`src/hdl/u8t_pkg.sv`:
```
// shared types, constants and mode codes for the utf-8 transcoder
// no dependencies; used by every module in hdl/
package u8t_pkg;

  localparam int CFG_IDX_W      = 2;
  localparam int CFG_DATA_W     = 3;
  localparam int FIFO_DEPTH_DEF = 2;
  localparam int CP_W           = 21;

  localparam logic [CFG_IDX_W-1:0] REG_ENCODING_MODE = 2'd0;
  localparam logic [CFG_IDX_W-1:0] REG_REPL_SELECT   = 2'd1;

  localparam logic [2:0] MODE_PLAIN   = 3'd0;
  localparam logic [2:0] MODE_UTF16BE = 3'd1;
  localparam logic [2:0] MODE_UTF16LE = 3'd2;
  localparam logic [2:0] MODE_UTF32BE = 3'd3;
  localparam logic [2:0] MODE_UTF32LE = 3'd4;
  localparam logic [2:0] MODE_LATIN1  = 3'd5;

  localparam logic [CP_W-1:0] CP_FFFD    = 21'h00_FFFD;
  localparam logic [CP_W-1:0] CP_SUPP    = 21'h01_0000;
  localparam logic [31:0]     CP_MAX     = 32'h0010_FFFF;

  typedef enum logic [1:0] {
    TOK_RAW,
    TOK_CP,
    TOK_REPL5
  } tok_kind_t;

  typedef struct packed {
    tok_kind_t       kind;
    logic [CP_W-1:0] cp;
  } token_t;

  typedef struct packed {
    logic [2:0] encoding_mode;
    logic       repl_select;
  } cfg_t;

endpackage

```
`src/hdl/u8t_front.sv`:
```
// front end: gathers code unit bytes, joins surrogates, emits one token per code point
// depends on u8t_pkg
module u8t_front (
  input  logic             clk,
  input  logic             rst_n,
  input  u8t_pkg::cfg_t    cfg,
  input  logic             in_valid,
  output logic             in_ready,
  input  logic [7:0]       in_data_byte,
  input  logic             in_end_of_stream,
  input  logic             q_full,
  output logic             q_push,
  output u8t_pkg::token_t  q_tok
);

  logic [31:0] gather_r, gather_nxt;
  logic [1:0]  count_r, count_nxt;
  logic [9:0]  hs_r, hs_nxt;
  logic        pend_r, pend_nxt;

  logic            tok_valid;
  u8t_pkg::token_t tok;
  u8t_pkg::token_t repl_tok;
  logic [31:0]     g;
  logic [31:0]     u32;
  logic [15:0]     u16;
  logic            wide;
  logic            done;
  logic            gathering;

  assign in_ready = !q_full;

  always_comb begin
    repl_tok.kind = cfg.repl_select ? u8t_pkg::TOK_CP : u8t_pkg::TOK_REPL5;
    repl_tok.cp   = u8t_pkg::CP_FFFD;
  end

  always_comb begin
    gather_nxt = gather_r;
    count_nxt  = count_r;
    hs_nxt     = hs_r;
    pend_nxt   = pend_r;
    tok_valid  = 1'b0;
    tok.kind   = u8t_pkg::TOK_RAW;
    tok.cp     = {13'd0, in_data_byte};
    gathering  = (cfg.encoding_mode inside {[u8t_pkg::MODE_UTF16BE:u8t_pkg::MODE_UTF32LE]});
    wide       = (cfg.encoding_mode >= u8t_pkg::MODE_UTF32BE);
    done       = wide ? (count_r == 2'd3) : (count_r != 2'd0);
    g          = {gather_r[23:0], in_data_byte};
    u32        = (cfg.encoding_mode == u8t_pkg::MODE_UTF32LE) ?
                 {g[7:0], g[15:8], g[23:16], g[31:24]} : g;
    u16        = (cfg.encoding_mode == u8t_pkg::MODE_UTF16LE) ? {g[7:0], g[15:8]} : g[15:0];

    if (gathering) begin
      if (done) begin
        gather_nxt = '0;
        count_nxt  = 2'd0;
        if (wide) begin
          tok_valid = 1'b1;
          if (u32 > u8t_pkg::CP_MAX) begin
            tok = repl_tok;
          end else begin
            tok.kind = u8t_pkg::TOK_CP;
            tok.cp   = u32[u8t_pkg::CP_W-1:0];
          end
        end else if (pend_r) begin
          pend_nxt  = 1'b0;
          hs_nxt    = '0;
          tok_valid = 1'b1;
          if (u16 inside {[16'hDC00:16'hDFFF]}) begin
            tok.kind = u8t_pkg::TOK_CP;
            tok.cp   = u8t_pkg::CP_SUPP + {1'b0, hs_r, u16[9:0]};
          end else begin
            tok = repl_tok;
          end
        end else if (u16 inside {[16'hD800:16'hDBFF]}) begin
          pend_nxt = 1'b1;
          hs_nxt   = u16[9:0];
        end else if (u16 inside {[16'hDC00:16'hDFFF]}) begin
          tok_valid = 1'b1;
          tok       = repl_tok;
        end else begin
          tok_valid = 1'b1;
          tok.kind  = u8t_pkg::TOK_CP;
          tok.cp    = {5'd0, u16};
        end
      end else begin
        gather_nxt = g;
        count_nxt  = count_r + 2'd1;
      end
      // a high surrogate left waiting at end of stream still yields one replacement
      if (in_end_of_stream && !wide && pend_nxt && !tok_valid) begin
        tok_valid = 1'b1;
        tok       = repl_tok;
      end
    end else begin
      tok_valid = 1'b1;
      if (cfg.encoding_mode == u8t_pkg::MODE_LATIN1) begin
        tok.kind = u8t_pkg::TOK_CP;
      end
    end

    if (in_end_of_stream) begin
      gather_nxt = '0;
      count_nxt  = 2'd0;
      hs_nxt     = '0;
      pend_nxt   = 1'b0;
    end
  end

  assign q_push = in_valid && in_ready && tok_valid;
  assign q_tok  = tok;

  always_ff @(posedge clk) begin
    if (!rst_n) begin
      gather_r <= '0;
      count_r  <= 2'd0;
      hs_r     <= '0;
      pend_r   <= 1'b0;
    end else if (in_valid && in_ready) begin
      gather_r <= gather_nxt;
      count_r  <= count_nxt;
      hs_r     <= hs_nxt;
      pend_r   <= pend_nxt;
    end
  end

endmodule

```
`src/hdl/u8t_tok_fifo.sv`:
```
// short token queue between front and back end
// depends on u8t_pkg
module u8t_tok_fifo #(
  parameter int DEPTH = u8t_pkg::FIFO_DEPTH_DEF
) (
  input  logic             clk,
  input  logic             rst_n,
  input  logic             push,
  input  u8t_pkg::token_t  push_tok,
  output logic             full,
  input  logic             pop,
  output logic             head_valid,
  output u8t_pkg::token_t  head_tok
);

  localparam int PTR_W = (DEPTH > 1) ? $clog2(DEPTH) : 1;
  localparam int CNT_W = $clog2(DEPTH + 1);

  u8t_pkg::token_t    mem_r [DEPTH];
  logic [PTR_W-1:0]   wr_ptr_r, wr_ptr_nxt;
  logic [PTR_W-1:0]   rd_ptr_r, rd_ptr_nxt;
  logic [CNT_W-1:0]   count_r, count_nxt;
  logic               do_push;
  logic               do_pop;

  assign full       = (count_r == CNT_W'(DEPTH));
  assign head_valid = (count_r != '0);
  assign head_tok   = mem_r[rd_ptr_r];
  assign do_push    = push && !full;
  assign do_pop     = pop && head_valid;

  always_comb begin
    wr_ptr_nxt = wr_ptr_r;
    rd_ptr_nxt = rd_ptr_r;
    count_nxt  = count_r;
    if (do_push) begin
      wr_ptr_nxt = (wr_ptr_r == PTR_W'(DEPTH - 1)) ? '0 : wr_ptr_r + PTR_W'(1);
    end
    if (do_pop) begin
      rd_ptr_nxt = (rd_ptr_r == PTR_W'(DEPTH - 1)) ? '0 : rd_ptr_r + PTR_W'(1);
    end
    if (do_push && !do_pop) begin
      count_nxt = count_r + CNT_W'(1);
    end else if (do_pop && !do_push) begin
      count_nxt = count_r - CNT_W'(1);
    end
  end

  always_ff @(posedge clk) begin
    if (do_push) begin
      mem_r[wr_ptr_r] <= push_tok;
    end
  end

  always_ff @(posedge clk) begin
    if (!rst_n) begin
      wr_ptr_r <= '0;
      rd_ptr_r <= '0;
      count_r  <= '0;
    end else begin
      wr_ptr_r <= wr_ptr_nxt;
      rd_ptr_r <= rd_ptr_nxt;
      count_r  <= count_nxt;
    end
  end

endmodule

```
`src/hdl/u8t_back.sv`:
```
// back end: expands a token into utf-8 bytes, one per cycle while out_ready allows, through an output register
// depends on u8t_pkg
module u8t_back (
  input  logic             clk,
  input  logic             rst_n,
  input  logic             q_valid,
  input  u8t_pkg::token_t  q_tok,
  output logic             q_pop,
  output logic             out_valid,
  input  logic             out_ready,
  output logic [7:0]       out_utf8_byte,
  output logic             out_last_of_run
);

  logic [4:0][7:0] cur_bytes_r;
  logic [2:0]      cur_len_r;
  logic [2:0]      idx_r;
  logic            busy_r;
  logic            out_valid_r;
  logic [7:0]      out_byte_r;
  logic            out_last_r;

  logic [4:0][7:0] enc_bytes;
  logic [2:0]      enc_len;
  logic            adv;
  logic            last;
  logic [u8t_pkg::CP_W-1:0] c;

  always_comb begin
    c         = q_tok.cp;
    enc_bytes = '0;
    enc_len   = 3'd1;
    case (q_tok.kind)
      u8t_pkg::TOK_RAW: begin
        enc_bytes[0] = c[7:0];
      end
      u8t_pkg::TOK_CP: begin
        if (c < 21'h80) begin
          enc_bytes[0] = c[7:0];
        end else if (c < 21'h800) begin
          enc_bytes[0] = {3'b110, c[10:6]};
          enc_bytes[1] = {2'b10, c[5:0]};
          enc_len      = 3'd2;
        end else if (c < 21'h1_0000) begin
          enc_bytes[0] = {4'b1110, c[15:12]};
          enc_bytes[1] = {2'b10, c[11:6]};
          enc_bytes[2] = {2'b10, c[5:0]};
          enc_len      = 3'd3;
        end else begin
          enc_bytes[0] = {5'b11110, c[20:18]};
          enc_bytes[1] = {2'b10, c[17:12]};
          enc_bytes[2] = {2'b10, c[11:6]};
          enc_bytes[3] = {2'b10, c[5:0]};
          enc_len      = 3'd4;
        end
      end
      u8t_pkg::TOK_REPL5: begin
        // U+200000 in the old five-byte form
        enc_bytes = {8'h80, 8'h80, 8'h80, 8'h88, 8'hF8};
        enc_len   = 3'd5;
      end
      default: begin
        enc_bytes[0] = c[7:0];
      end
    endcase
  end

  assign adv   = busy_r && (!out_valid_r || out_ready);
  assign last  = (idx_r == cur_len_r - 3'd1);
  assign q_pop = q_valid && (!busy_r || (adv && last));

  always_ff @(posedge clk) begin
    if (!rst_n) begin
      busy_r      <= 1'b0;
      out_valid_r <= 1'b0;
      idx_r       <= 3'd0;
    end else begin
      if (adv) begin
        out_valid_r <= 1'b1;
        idx_r       <= idx_r + 3'd1;
      end else if (out_ready) begin
        out_valid_r <= 1'b0;
      end
      if (q_pop) begin
        busy_r <= 1'b1;
        idx_r  <= 3'd0;
      end else if (adv && last) begin
        busy_r <= 1'b0;
      end
    end
  end

  always_ff @(posedge clk) begin
    if (adv) begin
      out_byte_r <= cur_bytes_r[idx_r];
      out_last_r <= last;
    end
    if (q_pop) begin
      cur_bytes_r <= enc_bytes;
      cur_len_r   <= enc_len;
    end
  end

  assign out_valid       = out_valid_r;
  assign out_utf8_byte   = out_byte_r;
  assign out_last_of_run = out_last_r;

endmodule

```
`src/hdl/utf16_utf32_latin1_to_utf8_transcoder_unit.sv`:
```
// utf16/utf32/latin1 to utf-8 transcoder, top level
// path: each token is written into the queue, then loaded into the back end, then placed in its output register
// throughput: one input byte per cycle while the queue is not full, one utf-8 byte out per cycle while out_ready
// allows; an item that expands to n bytes is sent out byte by byte by the back end serialiser
// reset (rst_n low, synchronous) clears config to plain mode, gathering state and queue
// depends on u8t_pkg, u8t_front, u8t_tok_fifo, u8t_back
module utf16_utf32_latin1_to_utf8_transcoder_unit #(
  parameter int FIFO_DEPTH = u8t_pkg::FIFO_DEPTH_DEF
) (
  input  logic                             clk,
  input  logic                             rst_n,
  input  logic                             cfg_we,
  input  logic [u8t_pkg::CFG_IDX_W-1:0]    cfg_index,
  input  logic [u8t_pkg::CFG_DATA_W-1:0]   cfg_wdata,
  input  logic                             in_valid,
  output logic                             in_ready,
  input  logic [7:0]                       in_data_byte,
  input  logic                             in_end_of_stream,
  output logic                             out_valid,
  input  logic                             out_ready,
  output logic [7:0]                       out_utf8_byte,
  output logic                             out_last_of_run
);

  u8t_pkg::cfg_t   cfg_r;
  logic            q_full;
  logic            q_push;
  u8t_pkg::token_t q_push_tok;
  logic            q_pop;
  logic            q_valid;
  u8t_pkg::token_t q_head_tok;

  always_ff @(posedge clk) begin
    if (!rst_n) begin
      cfg_r.encoding_mode <= u8t_pkg::MODE_PLAIN;
      cfg_r.repl_select   <= 1'b0;
    end else if (cfg_we) begin
      case (cfg_index)
        u8t_pkg::REG_ENCODING_MODE: cfg_r.encoding_mode <= cfg_wdata;
        u8t_pkg::REG_REPL_SELECT:   cfg_r.repl_select   <= cfg_wdata[0];
        default: ;
      endcase
    end
  end

  u8t_front u_front (
    .clk              (clk),
    .rst_n            (rst_n),
    .cfg              (cfg_r),
    .in_valid         (in_valid),
    .in_ready         (in_ready),
    .in_data_byte     (in_data_byte),
    .in_end_of_stream (in_end_of_stream),
    .q_full           (q_full),
    .q_push           (q_push),
    .q_tok            (q_push_tok)
  );

  u8t_tok_fifo #(
    .DEPTH (FIFO_DEPTH)
  ) u_fifo (
    .clk        (clk),
    .rst_n      (rst_n),
    .push       (q_push),
    .push_tok   (q_push_tok),
    .full       (q_full),
    .pop        (q_pop),
    .head_valid (q_valid),
    .head_tok   (q_head_tok)
  );

  u8t_back u_back (
    .clk             (clk),
    .rst_n           (rst_n),
    .q_valid         (q_valid),
    .q_tok           (q_head_tok),
    .q_pop           (q_pop),
    .out_valid       (out_valid),
    .out_ready       (out_ready),
    .out_utf8_byte   (out_utf8_byte),
    .out_last_of_run (out_last_of_run)
  );

endmodule

```
`config.mk`:
```
export PLATFORM = sky130hd
export DESIGN_NAME = utf16_utf32_latin1_to_utf8_transcoder_unit
export DESIGN_NICKNAME = d
export VERILOG_FILES = /design/src/hdl/u8t_pkg.sv /design/src/hdl/u8t_front.sv /design/src/hdl/u8t_tok_fifo.sv /design/src/hdl/u8t_back.sv /design/src/hdl/utf16_utf32_latin1_to_utf8_transcoder_unit.sv
export SDC_FILE = /design/constraint.sdc
export NUM_CORES = 1
export LEC_CHECK = 0
export BUFFER_PORTS_ARGS = -buffer_cell sky130_fd_sc_hd__buf_4
export CAP_MARGIN = 20
export CORE_MARGIN = 2
export CORE_UTILIZATION = 34
export DETAILED_ROUTE_END_ITERATION = 6
export MAX_ROUTING_LAYER = met4
export PLACE_DENSITY = 0.5
export SLEW_MARGIN = 20
export SYNTH_ARGS = -nofsm -noshare
export SYNTH_HDL_FRONTEND = slang
export SYNTH_SLANG_ARGS = --single-unit
```
`constraint.sdc`:
```
create_clock -name clk -period 2.4 [get_ports clk]
set_input_delay 0.36 -clock clk [delete_from_list [all_inputs] [get_ports clk]]
set_output_delay 0.36 -clock clk [all_outputs]
set_load 0.01 [all_outputs]
```
# [Word-level counts from Yosys, hierarchy flattened]
# Memories as Yosys holds them, arrays and structs flattened. A register that Yosys moved wholly into a read port is not among the register bits.
# Cells that the tools add are included.
[word_totals] mem_bits_rw=46 in_bits=19 register_bits=102 mem_count=1 wordCells=158
[memory_table] name="u_fifo.mem_r" words=2 width=23 rd=1 rd_clocked_by_memory_dff=1 write_ports=1 line="u8t_tok_fifo.sv:19" text="u8t_pkg::token_t mem_r [DEPTH];"
[op_classes] reduce_logical=38 n_eq_ne=10 add_sub_neg=8 n_lt_le_gt_ge=12 muxes=68 n_bitwise=1
[ops] operator="23-bit 2-to-1 mux" n=8
[ops] operator="24-bit 2-to-1 mux" n=4
[ops] operator="10-bit 2-to-1 mux" n=6
[ops] operator="16-bit 2-to-1 mux" n=3
[ops] operator="24-bit one-hot mux with 2 select lines" n=1
[ops] operator="16-bit greater-or-equal comparator (second input constant)" n=2
[ops] operator="32-bit by 21-bit > comparator with 1-bit output (second input constant)" n=1
[ops] operator="16-bit <= comparator (second input constant)" n=2
[ops] operator="32-bit 2-to-1 mux" n=1
[ops] operator="8-bit 2-to-1 mux" n=4
[ops] operator="1-bit 2-to-1 mux" n=26
[ops] operator="8-bit binary-select mux with 3-bit select" n=1
[ops] operator="22-bit 2-to-1 mux" n=1
[ops] operator="17-bit by 20-bit adder with 21-bit output (first input constant)" n=1
[ops] operator="21-bit by 12-bit < comparator with 1-bit output (second input constant)" n=1
[ops] operator="21-bit by 17-bit < comparator with 1-bit output (second input constant)" n=1
[ops] operator="21-bit by 8-bit < comparator with 1-bit output (second input constant)" n=1
[ops] operator="21-bit 2-to-1 mux" n=1
[ops] operator="8-bit one-hot mux with 2 select lines" n=1
[ops] operator="1-bit logical AND" n=15
[ops] operator="2-bit 2-to-1 mux" n=7
[ops] operator="2-bit nonzero test" n=7
[ops] operator="3-bit 2-to-1 mux" n=3
[ops] operator="1-bit zero test" n=7
[ops] operator="23 further kinds" n=32

# [Longest topological paths before layout]
[depth] ltp_word=19 mapped_depth=11 depth_no_buf=10

# [By module]
# A second synthesis with hierarchy kept.
[hier_totals] cells_unflattened=730 area_unflattened_um2=7583.5
[modules_own_cells] module="u8t_front" seq_area_each_um2=740.7 cells_per_inst=402 instances=1 area_each_um2=3108.0
[modules_own_cells] module="u8t_back" seq_area_each_um2=1331.3 cells_per_inst=215 instances=1 area_each_um2=2416.1
[modules_own_cells] module="u8t_tok_fifo" seq_area_each_um2=1481.4 cells_per_inst=96 instances=1 area_each_um2=1886.8
[modules_own_cells] module="utf16_utf32_latin1_to_utf8_transcoder_unit" seq_area_each_um2=80.1 cells_per_inst=17 instances=1 area_each_um2=172.7

# [Worst setup path after synthesis]
# No wires, ideal clock.
[synth_path] kind="register -> register" from="reg (tool-made name)" to="reg u_back.cur_bytes_r[5] (netlist name), data pin" stages_incl_launch_ff=10 setup_ns=0.271 arrival_ns=2.153 n_path_buf=4 setup_slack_ns=-0.024 required_ns=2.129 path_cell_list="dfxtp_1 buf_2 buf_4 clkbuf_1 mux2i_1 inv_1 ha_1 clkbuf_1 a21oi_1 o211ai_1"
[synth_rtl] element="end signal: assignment" line="u8t_back.sv:99" text="cur_bytes_r <= enc_bytes;"
[synth_rtl] element="end: declaration" line="u8t_back.sv:15" text="logic [4:0][7:0] cur_bytes_r;"

# [Final worst setup path]
[layout_path] from="reg cfg_r[3] (netlist name)" to="reg u_fifo.count_r[1]"
[layout_between] elab_chain_cells=18 word_cells_on_any_way=34 classes_between="5 x order compare; 1 x eq/ne; 15 x mux; 13 x reduce/logical"
[layout_lines] element="start: declaration" line="utf16_utf32_latin1_to_utf8_transcoder_unit.sv:25" text="u8t_pkg::cfg_t cfg_r;"
[layout_lines] element="3-bit by 2-bit == test with 1-bit output" line="u8t_front.sv:52" text="u16 = (cfg.encoding_mode == u8t_pkg::MODE_UTF16LE) ? {g[7:0], g[15:8]} : g[15:0];"
[layout_lines] element="16-bit 2-to-1 mux" line="u8t_front.sv:52"
[layout_lines] element="16-bit greater-or-equal comparator or 16-bit <= comparator (tied branches)" line="u8t_front.sv:76" text="end else if (u16 inside {[16'hD800:16'hDBFF]}) begin"
[layout_lines] element="1-bit logical AND" line="u8t_front.sv:76"
[layout_lines] element="1-bit 2-to-1 mux" line="u8t_front.sv:76"
[layout_lines] element="1-bit 2-to-1 mux" line="u8t_front.sv:66" text="end else if (pend_r) begin"
[layout_lines] element="1-bit 2-to-1 mux" line="u8t_front.sv:58" text="if (wide) begin"
[layout_lines] element="1-bit 2-to-1 mux" line="u8t_front.sv:55" text="if (done) begin"
[layout_lines] element="[3 not listed]"
[layout_lines] element="1-bit 2-to-1 mux" line="u8t_front.sv:92" text="if (in_end_of_stream && !wide && pend_nxt && !tok_valid) begin"
[layout_lines] element="1-bit 2-to-1 mux *" line="u8t_front.sv:54" text="if (gathering) begin"
[layout_lines] element="1-bit logical AND *" line="u8t_front.sv:111" text="assign q_push = in_valid && in_ready && tok_valid;"
[layout_lines] element="1-bit logical AND *" line="u8t_tok_fifo.sv:29" text="assign do_push = push && !full;"
[layout_lines] element="named net u_fifo.do_push" line="u8t_tok_fifo.sv:23" text="logic do_push;"
[layout_lines] element="1-bit zero test" line="u8t_tok_fifo.sv:44" text="end else if (do_pop && !do_push) begin"
[layout_lines] element="1-bit logical AND" line="u8t_tok_fifo.sv:44"
[layout_lines] element="2-bit nonzero test (no source line)"
[layout_lines] element="end signal: assignment" line="u8t_tok_fifo.sv:63" text="count_r <= count_nxt;"
[layout_lines] element="end: declaration" line="u8t_tok_fifo.sv:22" text="logic [CNT_W-1:0] count_r, count_nxt;"
# Mark *: on every way through the listed nets, which the timed path passes. The rest lies on a longest branch. The select of a mux whose other input is x is not followed.
# A chain may end at the register's enable or synchronous reset.

==> run metrics <==
global-route usage over all layers=19.9%; Vias=5923; vias in the first global route=about 5800; cell total after placement=1017; Post-synth EDFFs=87; DR iter-0 viols=570; period utilization=roughly 100%; DRC viols=0; Min Clock Period, post-route=2.34 ns; largest cells by area after synthesis=edfxtp_1, dfxtp_1, mux2i_1, nor2b_1, nor2_1; Cell variety after synth=81; Row Count=between 50 and 60; flops & latches, synth=138; GR Overflow Total=0; first-pass GRT wire length=33.1 mm; ys async rst share=0%; yosys warns=0; Max Buffers Root-to-Sink=2; Worst Hold Launch=cfg_wdata[1]; clk_skew=0.0138 ns; Layout area overhead=23.5%; H-tree lvl count=4; Most common cell on crit path=buf_6; share of layout cells above drive strength 1=25.9%; Cells after Synth=~700; dpl cell area=8340 um2; setup violators final=0; vias per cell=5.63; CP Capture Type=register; initial antenna violation count=0; DPL Wire Length=15.7 mm; CTS tree=done; Num CTS Buffers=17; ant diodes=0; Die W=151 um; Final Non-Filler Cells=1052; Pwr Density=943 nW/um2; Final Max Slew Viols=0; final hold viol count=0; DR pass1 iterations=5; core area=21200 um2; largest net degree at the start of global routing=42; reg2reg path depth=10; initial core utilization=34.9%; setup TNS=0 ns; Clock Sink Count=138; maximum clock frequency=0.427 GHz; Worst-path clk slew=0.06 ns; Final ANT Viol Nets=0; post-synth net total=~710; Synth area leader=edfxtp_1; largest stage delay on the critical path=approximately 0.40 ns; WL/cell=20.0 um; Seq/Total Area, Yosys=between 40% and 50%; Hold EP=cfg_r[2]$_SDFFE_PN0P_; Worst Tran Pin Value=1.01 ns; CP Cell Sequence=buf_6, buf_6, a21o_4, and2_4, o41ai_4, a21oi_4, ha_4, xor2_1, or3_1, a21boi_2; Most used DFF post-synth=edfxtp_1; nature of the critical path startpoint=register; GPL Wtd Cong=0.909; die height=151 um; Multi-input gate area=3590 um2; final cell utilization of the core=43.1%; RSZ-0062 raised after global routing=yes; # hold bufs at CTS=0; Post-Syn Area=7380 um2; status=complete, no violations; Synth Area per Inst=about 11 um2; Seq. cell area=3640 um2; list of most frequent post-synthesis cells=edfxtp_1, nor2_1, dfxtp_1, mux2i_1, nor2b_1; slowest stage cell, crit path=or3_1; critical path type=reg -> reg; root buffer cell=clkbuf_16; critical path required time=2.76 ns; final wirelength=21.1 mm; FILL cells=2038; Worst-Skew Late Latency=roughly 0.43 ns; total power=8590 uW; R2R Setup Slk=0.06 ns; post-synth top area share=35.4%; Slew HR=32.3%; Max VDD drop=about 0.41 mV; IO Port Bufs=29; count leader, synth=edfxtp_1; Hold Path Stages=3; peak fanout along the critical path=6; hold crit path type=in -> reg; die area=22900 um2; cell area after layout=just over 9000 um2; Max-cap violations=0; reg2reg start=cfg_r[3]$_SDFFE_PN0P_; Leakage=0.00335 uW; FF-to-FF End=u_fifo.count_r[1]$_SDFFE_PN0P_; Final nets=791; Critical Path AT=2.71 ns; I/O Pins=30
-- power by group --
part	switching (uW)	internal, uW
Combinational	1370	1070
Sequential	192	3240
Clock	1150	1570
-- final cells by class --
class,instances,share of cell area [%]
sequential,138,40.0
multi-input combinational,483,39.4
clock inverter,15,1.95
tap,275,3.78
inverter,12,0.494
clock buffer,17,4.67
timing repair buffer,112,9.76
-- metrics by stage --
stage	hold slack, ns	setup slack (ns)
detailed placement	0.446	-0.0699
CTS	0.192	0.00136
finish	0.201	0.0570
floorplan	0.424	0.0173
global placement	0.441	-0.0636
global route	0.217	-0.0502
-- placed cells by master, fill, tap and decap left out, drive strengths merged, types with 4 or more instances in the layout --
cell / netlist / routed
a211oi: 13 / 13
a21oi: 26 / 26
a22oi: 26 / 26
a31oi: 8 / 8
and2: 12 / 12
and3: 4 / 4
buf: 30 / 112
clkbuf: 19 / 17
dfxtp: 51 / 51
edfxtp: 87 / 87
ha: 8 / 8
inv: 12 / 21
mux2: 8 / 8
mux2i: 48 / 48
mux4: 6 / 6
nand2: 33 / 33
nand2b: 9 / 9
nand3: 11 / 11
nand3b: 4 / 4
nand4: 6 / 6
nor2: 63 / 63
nor2b: 42 / 42
nor3: 8 / 8
nor3b: 5 / 5
nor4: 8 / 8
o211ai: 4 / 4
o21a: 6 / 6
o21ai: 31 / 31
o221ai: 6 / 6
o22a: 5 / 5
o22ai: 6 / 6
o2bb2ai: 12 / 12
o31ai: 4 / 4
o32a: 6 / 6
xnor2: 8 / 8
xor2: 6 / 6
-- registers in the layout (all words and copies together) (netlist names), 2 cells and up, named ones only --
register              cells
cfg_r                     4
u_back.out_utf8_byte      8
u_fifo.count_r            2
u_back.cur_len_r          3
u_front.hs_r             10
u_front.gather_r         24
u_back.cur_bytes_r       29
u_back.idx_r              3
u_fifo.mem_r             46
u_front.count_r           2
-- repair_timing --
item                       CTS  global route
setup endpoints to repair   54            34
buffers inserted             1             2
pin swaps                    0            15
resized for setup            7            26
hold endpoints to repair     0             0
-- how the worst max path moves through the flow --
stage,startpoint,endpoint,cells past startpoint
after global routing,cfg_r[3]$_SDFFE_PN0P_,u_fifo.count_r[1]$_SDFFE_PN0P_,10
after floorplan,u_back.cur_len_r[0]$_DFFE_PP_,u_back.cur_bytes_r[0]$_DFFE_PP_,7
after CTS,cfg_r[3]$_SDFFE_PN0P_,u_fifo.count_r[1]$_SDFFE_PN0P_,9
after detailed placement,cfg_r[1]$_SDFFE_PN0P_,u_fifo.mem_r[0][18]$_DFFE_PP_,7
final,cfg_r[3]$_SDFFE_PN0P_,u_fifo.count_r[1]$_SDFFE_PN0P_,10
after global placement,cfg_r[1]$_SDFFE_PN0P_,u_fifo.mem_r[0][13]$_DFFE_PP_,6
-- logic make-up (layout without fill, tap and decap cells) --
family / count (synthesis) / in the layout / synth area share [%]
adders and majority gates: 8 / 8 / 1.36
and+or+nand+nor: 216 / 216 / 16.1
buffers and inverters: 61 / 156 / 3.95
DFF: 138 / 138 / 49.2
xor gates and xnor gates: 14 / 14 / 1.76
AOI/OAI and AO/OA: 183 / 183 / 18.0
muxes: 62 / 62 / 9.61
-- metal layers --
metal  up-vias  track usage [%]  wire length, um
met2       186             29.7             9550
met5         -                -                0
li1       2753                -                -
met1      2954             27.4             9970
met3        30             4.31             1200
met4         0             5.42              328
-- critical path, delay by kind of cell, from the launching register on --
| kind | cells | cell delay, ns |
|---|---|---|
| compound gates | 4 | 0.79 |
| buf+inv | 2 | 0.25 |
| xor+xnor | 1 | 0.14 |
| fa+ha+maj | 1 | 0.17 |
| simple gates | 2 | 0.58 |
| flops | 1 | 0.34 |
(Power assumes the default switching activity.)
